### src/rtl/b2da_pkg.sv
`default_nettype none

package b2da_pkg;

    localparam int MAX_DIGITS = 5;
    localparam int MIN_DIGITS = 2;

    localparam logic [5:0] CHAR_SPACE = 6'd32;
    localparam logic [5:0] CHAR_ZERO  = 6'd48;
    localparam logic [5:0] CHAR_NINE  = 6'd57;

    typedef struct packed {
        logic [15:0] value;
        logic [2:0]  digit_count;
    } req_t;

    typedef struct packed {
        logic [5:0] character;
        logic       last;
        logic       overflow;
    } res_t;

    typedef struct packed {
        logic        ge;
        logic [16:0] diff;
    } sub_res_t;

    typedef enum logic [1:0] {
        ST_IDLE,
        ST_RANGE,
        ST_DIGIT
    } state_t;

    function automatic logic [16:0] pow10(input logic [2:0] place);
        logic [16:0] p;
        case (place)
            3'd0:    p = 17'd1;
            3'd1:    p = 17'd10;
            3'd2:    p = 17'd100;
            3'd3:    p = 17'd1000;
            3'd4:    p = 17'd10000;
            3'd5:    p = 17'd100000;
            default: p = 17'd1;
        endcase
        return p;
    endfunction

endpackage

`default_nettype wire

### src/rtl/b2da_sub_unit.sv
`default_nettype none

module b2da_sub_unit
    import b2da_pkg::*;
(
    input  wire logic [16:0] minuend,
    input  wire logic [16:0] subtrahend,
    output sub_res_t         res
);

    logic [17:0] diff_ext;

    assign diff_ext = {1'b0, minuend} - {1'b0, subtrahend};
    assign res.ge   = ~diff_ext[17];
    assign res.diff = diff_ext[16:0];

endmodule

`default_nettype wire

### src/rtl/binary_to_decimal_ascii_blanked_core.sv
// Channel   Handshake                Payload
// request   start / busy             request.value, request.digit_count
// result    result_strobe (1 cycle)  result.character, result.last, result.overflow
//
// One compare/subtract unit serves the range check and every digit.
// An item runs a range check, then for each digit place it subtracts the power of
// ten until it no longer fits and emits that digit; a saturated item emits nines.
// busy is high from the cycle after start until the last result is registered.
// Reset clears the sequencer and the strobe; the receiver cannot stall results.
`default_nettype none

module binary_to_decimal_ascii_blanked_core
    import b2da_pkg::*;
(
    input  wire logic clk,
    input  wire logic rst_n,
    input  wire logic start,
    input  wire req_t request,
    output logic      busy,
    output res_t      result,
    output logic      result_strobe
);

    state_t      state_reg, state_next;
    logic [15:0] rem_reg, rem_next;
    logic [3:0]  digit_reg, digit_next;
    logic [2:0]  place_reg, place_next;
    logic        seen_reg, seen_next;
    logic        ovf_reg, ovf_next;
    res_t        res_reg, res_next;
    logic        strobe_reg, strobe_next;

    logic [16:0] sub_b;
    sub_res_t    sub_res;
    logic [2:0]  width_clamped;
    logic        at_last;

    always_comb
    begin
        if (request.digit_count < 3'(MIN_DIGITS))
            width_clamped = 3'(MIN_DIGITS);
        else if (request.digit_count > 3'(MAX_DIGITS))
            width_clamped = 3'(MAX_DIGITS);
        else
            width_clamped = request.digit_count;
    end

    assign sub_b   = pow10(place_reg);
    assign at_last = (place_reg == 3'd0);

    b2da_sub_unit u_sub (
        .minuend    ({1'b0, rem_reg}),
        .subtrahend (sub_b),
        .res        (sub_res)
    );

    always_comb
    begin
        state_next = state_reg;
        unique case (state_reg)
            ST_IDLE:
            begin
                if (start)
                    state_next = ST_RANGE;
            end
            ST_RANGE:
                state_next = ST_DIGIT;
            ST_DIGIT:
            begin
                if ((ovf_reg || !sub_res.ge) && at_last)
                    state_next = ST_IDLE;
            end
            default:
                state_next = ST_IDLE;
        endcase
    end

    always_comb
    begin
        rem_next    = rem_reg;
        digit_next  = digit_reg;
        place_next  = place_reg;
        seen_next   = seen_reg;
        ovf_next    = ovf_reg;
        res_next    = res_reg;
        strobe_next = 1'b0;
        unique case (state_reg)
            ST_IDLE:
            begin
                if (start)
                begin
                    rem_next   = request.value;
                    place_next = width_clamped;
                    digit_next = 4'd0;
                    seen_next  = 1'b0;
                end
            end
            ST_RANGE:
            begin
                ovf_next   = sub_res.ge;
                place_next = place_reg - 3'd1;
            end
            ST_DIGIT:
            begin
                if (ovf_reg)
                begin
                    res_next.character = CHAR_NINE;
                    res_next.last      = at_last;
                    res_next.overflow  = 1'b1;
                    strobe_next        = 1'b1;
                    place_next         = place_reg - 3'd1;
                end
                else if (sub_res.ge)
                begin
                    rem_next   = sub_res.diff[15:0];
                    digit_next = digit_reg + 4'd1;
                end
                else
                begin
                    if (digit_reg == 4'd0 && !at_last && !seen_reg)
                        res_next.character = CHAR_SPACE;
                    else
                        res_next.character = CHAR_ZERO + {2'b00, digit_reg};
                    res_next.last     = at_last;
                    res_next.overflow = 1'b0;
                    strobe_next       = 1'b1;
                    seen_next         = seen_reg | (digit_reg != 4'd0);
                    digit_next        = 4'd0;
                    place_next        = place_reg - 3'd1;
                end
            end
            default:
            begin
                strobe_next = 1'b0;
            end
        endcase
    end

    always_ff @(posedge clk or negedge rst_n)
    begin
        if (!rst_n)
        begin
            state_reg  <= ST_IDLE;
            strobe_reg <= 1'b0;
        end
        else
        begin
            state_reg  <= state_next;
            strobe_reg <= strobe_next;
        end
    end

    always_ff @(posedge clk)
    begin
        rem_reg   <= rem_next;
        digit_reg <= digit_next;
        place_reg <= place_next;
        seen_reg  <= seen_next;
        ovf_reg   <= ovf_next;
        res_reg   <= res_next;
    end

    assign busy          = (state_reg != ST_IDLE);
    assign result        = res_reg;
    assign result_strobe = strobe_reg;

endmodule

`default_nettype wire

### config.mk
export PLATFORM = sky130hd
export DESIGN_NAME = binary_to_decimal_ascii_blanked_core
export DESIGN_NICKNAME = d
export VERILOG_FILES = /design/src/rtl/b2da_pkg.sv /design/src/rtl/b2da_sub_unit.sv /design/src/rtl/binary_to_decimal_ascii_blanked_core.sv
export SDC_FILE = /design/constraint.sdc
export NUM_CORES = 1
export LEC_CHECK = 0
export ABC_AREA = 1
export BUFFER_PORTS_ARGS = -buffer_cell sky130_fd_sc_hd__buf_4
export CORE_MARGIN = 2
export CORE_UTILIZATION = 30
export CTS_BUF_LIST = sky130_fd_sc_hd__clkbuf_4
export DETAILED_ROUTE_END_ITERATION = 16
export PLACE_DENSITY = 0.45
export RECOVER_POWER = 50
export REMOVE_ABC_BUFFERS = 1
export SYNTH_ARGS = -nofsm -noshare
export SYNTH_HDL_FRONTEND = slang
export SYNTH_SLANG_ARGS = --single-unit
export TNS_END_PERCENT = 100
### constraint.sdc
create_clock -name clk -period 3.63 [get_ports clk]
set_clock_uncertainty 0.05 [all_clocks]
set_input_delay 0.1815 -clock clk [delete_from_list [all_inputs] [get_ports clk]]
set_output_delay 0.1815 -clock clk [all_outputs]
set_load 0.02 [all_outputs]
## Word level (Yosys, flattened, before mapping)

Index checks and enable logic that the tools add are counted.

| storage, ports and cells | value |
|---|---|
| word-level logic and storage cells | 79 |
| input bits | 22 |
| register bits after elaboration | 36 |

| operators by class | value |
|---|---|
| equality and inequality tests | 13 |
| bitwise operators | 2 |
| $lt $le $gt $ge | 2 |
| add/subtract/negate cells | 4 |
| reduce and logical (&&, ||, !) cells | 20 |
| muxes and demuxes | 28 |

Operators by type and width:

| cell | number |
|---|---|
| case mux 17 bit (5 select lines) | 1 |
| two-way mux 16 bit | 3 |
| case mux 16 bit (2 select lines) | 1 |
| subtractor 16 x 17 -> 18 bit | 1 |
| two-way mux 3 bit | 5 |
| two-way mux 4 bit | 3 |
| case mux 3 bit (3 select lines) | 1 |
| two-way mux 8 bit | 1 |
| != test 2 bit (second input constant) | 4 |
| case mux 4 bit (2 select lines) | 1 |
| AND reduction 4 bit | 2 |
| adder 5 x 5 -> 6 bit (first input constant) | 1 |
| equality test 3 x 2 -> 1 bit (second input constant) | 2 |
| equality test 3 bit (second input constant) | 2 |
| two-way mux 1 bit | 6 |
| two-way mux 2 bit | 3 |
| two-way mux 6 bit | 1 |
| case mux 2 bit (3 select lines) | 1 |
| AND reduction 3 bit | 2 |
| nonzero test 2 bit | 3 |
| adder 4 x 1 -> 4 bit (second input constant) | 1 |
| zero test 4 bit | 1 |
| AND reduction 2 bit | 2 |
| nonzero test 4 bit | 1 |
| 17 further kinds | 20 |

## Logic depth before layout (Yosys ltp)

| depth | value |
|---|---|
| word-level depth | 7 |
| depth in mapped cells | 16 |
| depth with buffers taken out | 16 |

## Cells and area by module

A second synthesis with hierarchy kept.

| unflattened totals | value |
|---|---|
| cell total of the unflattened synthesis | 411 |
| area total of the unflattened synthesis | 2954.1 µm² |

Modules (own cells, without submodules):

| module | seq. area each (µm²) | cells each | area each (µm²) | times used |
|---|---|---|---|---|
| binary_to_decimal_ascii_blanked_core | 1036.0 | 185 | 1849.3 | 1 |
| b2da_sub_unit | 0.0 | 226 | 1104.8 | 1 |

## Least setup slack after synthesis

OpenSTA, ideal clock, no wires.

| timing path | value |
|---|---|
| path type | reg2reg |
| from | reg place_reg[0] |
| to | reg res_reg (netlist bit result[0]) (enable) |
| library setup time | 375 ps |
| clock period less this slack | 2650 ps |
| required time | 3205 ps |
| setup slack | 980 ps |
| arrival | 2226 ps |
| stages on the path, launching flop included | 14 |
| cell sequence | edfxtp_1 > inv_1 > ha_1 > o21ai_0 > inv_1 > nor2_1 > ha_1 > nand2_1 > nor2_4 > nand3_2 > nand3_2 > nand2_2 > nand2_4 > a21oi_1 |

| between the ends | value |
|---|---|
| longest elaborated chain between the ends | 5 |

RTL lines:

| element | RTL line | source |
|---|---|---|
| start, declared | binary_to_decimal_ascii_blanked_core.sv:27 | `logic [2:0] place_reg, place_next;` |
| start signal, assigned | binary_to_decimal_ascii_blanked_core.sv:157 | `place_reg <= place_next;` |
| equality test 3 bit (tied with other cells) | b2da_pkg.sv:36 | `case (place)` |
| case mux 17 bit (5 select lines) * | b2da_pkg.sv:36 |  |
| subtractor 16 x 17 -> 18 bit * | b2da_sub_unit.sv:13 | `assign diff_ext = {1'b0, minuend} - {1'b0, subtrahend};` |
| nonzero test 2 bit (no source line) * | -- |  |
| AND reduction 2 bit (no source line) * | -- |  |
| end signal, assigned | binary_to_decimal_ascii_blanked_core.sv:160 | `res_reg <= res_next;` |
| end, declared | binary_to_decimal_ascii_blanked_core.sv:30 | `res_t res_reg, res_next;` |

Mark *: on every way between the ends. The rest lies on a longest branch, timed or not.
A chain may end at the register's enable or synchronous reset.

## Worst setup path in the final report

| timing path | value |
|---|---|
| from | reg place_reg[0] |
| to | reg rem_reg[7] (enable) |

| between the ends | value |
|---|---|
| longest elaborated chain between the ends | 5 |

RTL lines:

| element | RTL line | source |
|---|---|---|
| equality test 3 bit (tied with other cells) | b2da_pkg.sv:36 |  |
| case mux 17 bit (5 select lines) * | b2da_pkg.sv:36 |  |
| subtractor 16 x 17 -> 18 bit * | b2da_sub_unit.sv:13 |  |
| != test 2 bit (no source line) * | -- |  |
| AND reduction 4 bit (no source line) * | -- |  |
| end signal, assigned | binary_to_decimal_ascii_blanked_core.sv:155 | `rem_reg <= rem_next;` |
| end, declared | binary_to_decimal_ascii_blanked_core.sv:25 | `logic [15:0] rem_reg, rem_next;` |

Marks and branches as above.

==> summary.md <==
| Metric | Value |
|---|---|
| Status | `finished clean` |
| Pre-Repair DR Iteration Count | `4` |
| Die Span X | `96.7 um` |
| Detailed Route WL | `5640 um` |
| Required time of the critical path | `3.67 ns` |
| Worst-case reg-to-reg path depth | `15` |
| Register area share after synthesis | `0.402` |
| Post-Layout Cell Count | `464` |
| Avg Cell Area, Syn | `8.03 um2` |
| Layout cells sized above 1 | `0.131` |
| H-tree depth | `2` |
| Wire length per cell | `12.2 um` |
| Critical path endpoint category | `register` |
| Final Hold Vio Count | `0` |
| Tcrit/Tclk final | `0.854` |
| DR DRC count | `0` |
| Total number of vias | `2051` |
| Nets@finish | `407` |
| # setup viols final | `0` |
| Area delta synth->final | `15.1%` |
| Post-route ant nets | `0` |
| Relative slew margins | `0.548` |
| Post-layout util | `0.359` |
| Crit Path Class | `register to register` |
| Remaining Overflow, GRT | `0` |
| CTS Root Cell | `clkbuf_4` |
| Hold_sp | `request[11]` |
| Netlist cell types | `38` |
| Largest net degree at the start of global routing | `17` |
| N_diodes | `0` |
| Slew Viols, Final | `0` |
| Worst skew pair latency | `0.34 ns` |
| RSZ-0062 raised after global routing | `false` |
| Synthesized flop and latch total | `35` |
| # Max-Cap Violations | `0` |
| Reg-to-reg setup timing slack | `0.53 ns` |
| WHS Path Cells | `3` |
| Vias in the first global route | `2023` |
| Initial DRC Count | `54` |
| Starting Density | `0.312` |
| Maximum clock rate | `0.322 GHz` |
| Mapped Area | `0.00258 mm2` |
| Placed cell count | `455` |
| Commonest cells after routing, fill and taps aside | `95 x nand2_1, 41 x inv_1, 32 x edfxtp_1, 29 x nor2_1, 26 x ha_1` |
| Worst path arrival time | `3.14 ns` |
| Final TNS setup | `0 ns` |
| Die extent in y | `96.7 um` |
| Core Box Area | `0.00826 mm2` |
| First-pass GRT wire length | `9940 um` |
| Port Buffers | `30` |
| CTS buffer count | `5` |
| Clk pin slew, worst setup/hold paths | `0.13 ns` |
| Core Rows | `33` |
| CP startpoint kind | `register` |
| YS warnings | `0` |
| Synth Instances | `321` |
| Tot GR Track Use | `0.131` |
| Worst slew pin tran | `0.678 ns` |
| Ports | `32` |
| Full die area | `0.00935 mm2` |
| Reg2Reg Launch Point | `place_reg[0]$_DFFE_PP_` |
| Min-Delay Path Class | `input port to register` |
| Largest register FFs | `16` |
| CTS tree | `yes` |
| CP max FO | `16` |
| Fin crit period | `3.10 ns` |
| DP HPWL | `4450 um` |
| Initial antenna violation count | `0` |
| Hold endpoint | `rem_reg[8]$_DFFE_PP_` |
| Final Wtd Congestion | `0.826` |
| Sink Count | `35` |
| Reg-to-reg endpoint | `rem_reg[7]$_DFFE_PP_` |
| CTS max path bufs | `2` |
| Drt via density | `4.42` |
| Leading cell type in the layout, fill and taps excluded | `nand2_1` |
## area by class of cell
| type | count | area [um2] |
|---|---|---|
| Fill cell | 918 | 5290 |
| Multi-Input combinational cell | 237 | 1330 |
| Sequential cell | 35 | 1040 |
| Timing Repair Buffer | 35 | 220 |
| Inverter | 44 | 165 |
| Tap cell | 105 | 131 |
| Clock inverter | 3 | 43.8 |
| Clock buffer | 5 | 37.5 |
## kinds of logic (layout without fill, tap and decap cells)
family                     count (synthesis)  after routing  synth area share
muxes                                      1              1           0.00388
DFF                                       35             35             0.402
xor gates and xnor gates                   8              8            0.0272
other                                      1              1           0.00145
and+or+nand+nor                          165            165             0.283
adders and majority gates                 27             27             0.134
buffers and inverters                     49             87            0.0733
AOI/OAI and AO/OA                         35             35            0.0752
## synth_stat cells, drive strengths merged
cell type / instances / area share
or2: 3 / 0.0073
o21a: 1 / 0.0029
a211oi: 1 / 0.0029
edfxtp: 32 / 0.37
nor3: 4 / 0.0097
o31ai: 2 / 0.0058
clkbuf: 3 / 0.0049
xor2: 2 / 0.0068
inv: 44 / 0.064
a31oi: 2 / 0.0049
a21oi: 15 / 0.029
nand2: 100 / 0.16
a21boi: 1 / 0.0029
nand3: 19 / 0.041
fa: 1 / 0.0078
mux2i: 1 / 0.0039
nand3b: 2 / 0.0058
dfrtp: 3 / 0.029
and2: 1 / 0.0024
nor2: 33 / 0.054
conb: 1 / 0.0015
ha: 26 / 0.13
and3: 1 / 0.0024
xnor2: 6 / 0.020
nand4: 2 / 0.0049
buf: 2 / 0.0044
o21ai: 13 / 0.027
## worst max-delay path, cell delays in order, from the launching register on
cell and delay, ns:
edfxtp_1 0.42, inv_1 0.11, ha_1 0.22, o21ai_0 0.31, inv_1 0.11, nor2_1 0.14, ha_1 0.29, nand2_1 0.17
nor2_4 0.04, nand3_1 0.07, nand3_1 0.17, nand2_1 0.11, nand2_1 0.17, o21ai_0 0.20, inv_1 0.05, buf_4 0.21
## layer usage
layer	global-route usage	wire length (um)
met1	0.181	2890
met2	0.211	2530
met3	0.0253	188
met4	0.0325	37
met5	0	0
## what timing repair did
item                                    4_1_cts  5_1_grt
hold buffers                                  1        0
buffers inserted                              0        0
endpoints found under the setup margin        0        0
hold endpoints to repair                      3        0
resized for setup                             0        0
## worst max path at each step
stage	startpoint	end	slack [ns]	depth (start not counted)
after global routing	place_reg[0]$_DFFE_PP_	place_reg[0]$_DFFE_PP_	0.25	15
final	place_reg[0]$_DFFE_PP_	rem_reg[7]$_DFFE_PP_	0.53	15
after detailed placement	place_reg[0]$_DFFE_PP_	rem_reg[2]$_DFFE_PP_	0.68	15
after floorplan	place_reg[0]$_DFFE_PP_	result[0]$_SDFFCE_PP1P_	0.98	13
after global placement	place_reg[0]$_DFFE_PP_	place_reg[0]$_DFFE_PP_	0.72	15
after CTS	place_reg[0]$_DFFE_PP_	rem_reg[8]$_DFFE_PP_	0.66	15
## metrics by stage
stage / hold slack (ns) / instance area [um2] / setup slack [ns]
global route: 0.0379 / 2970 / 0.255
floorplan: -0.164 / 2550 / 0.980
finish: 0.0547 / 2970 / 0.529
global placement: -0.0762 / 2940 / 0.716
CTS: 0.0312 / 3030 / 0.659
detailed placement: -0.0764 / 2940 / 0.681
Power is left out: the tool's default activity adds up to more than one toggle a clock period on the data nets, which glitch-free logic cannot reach.
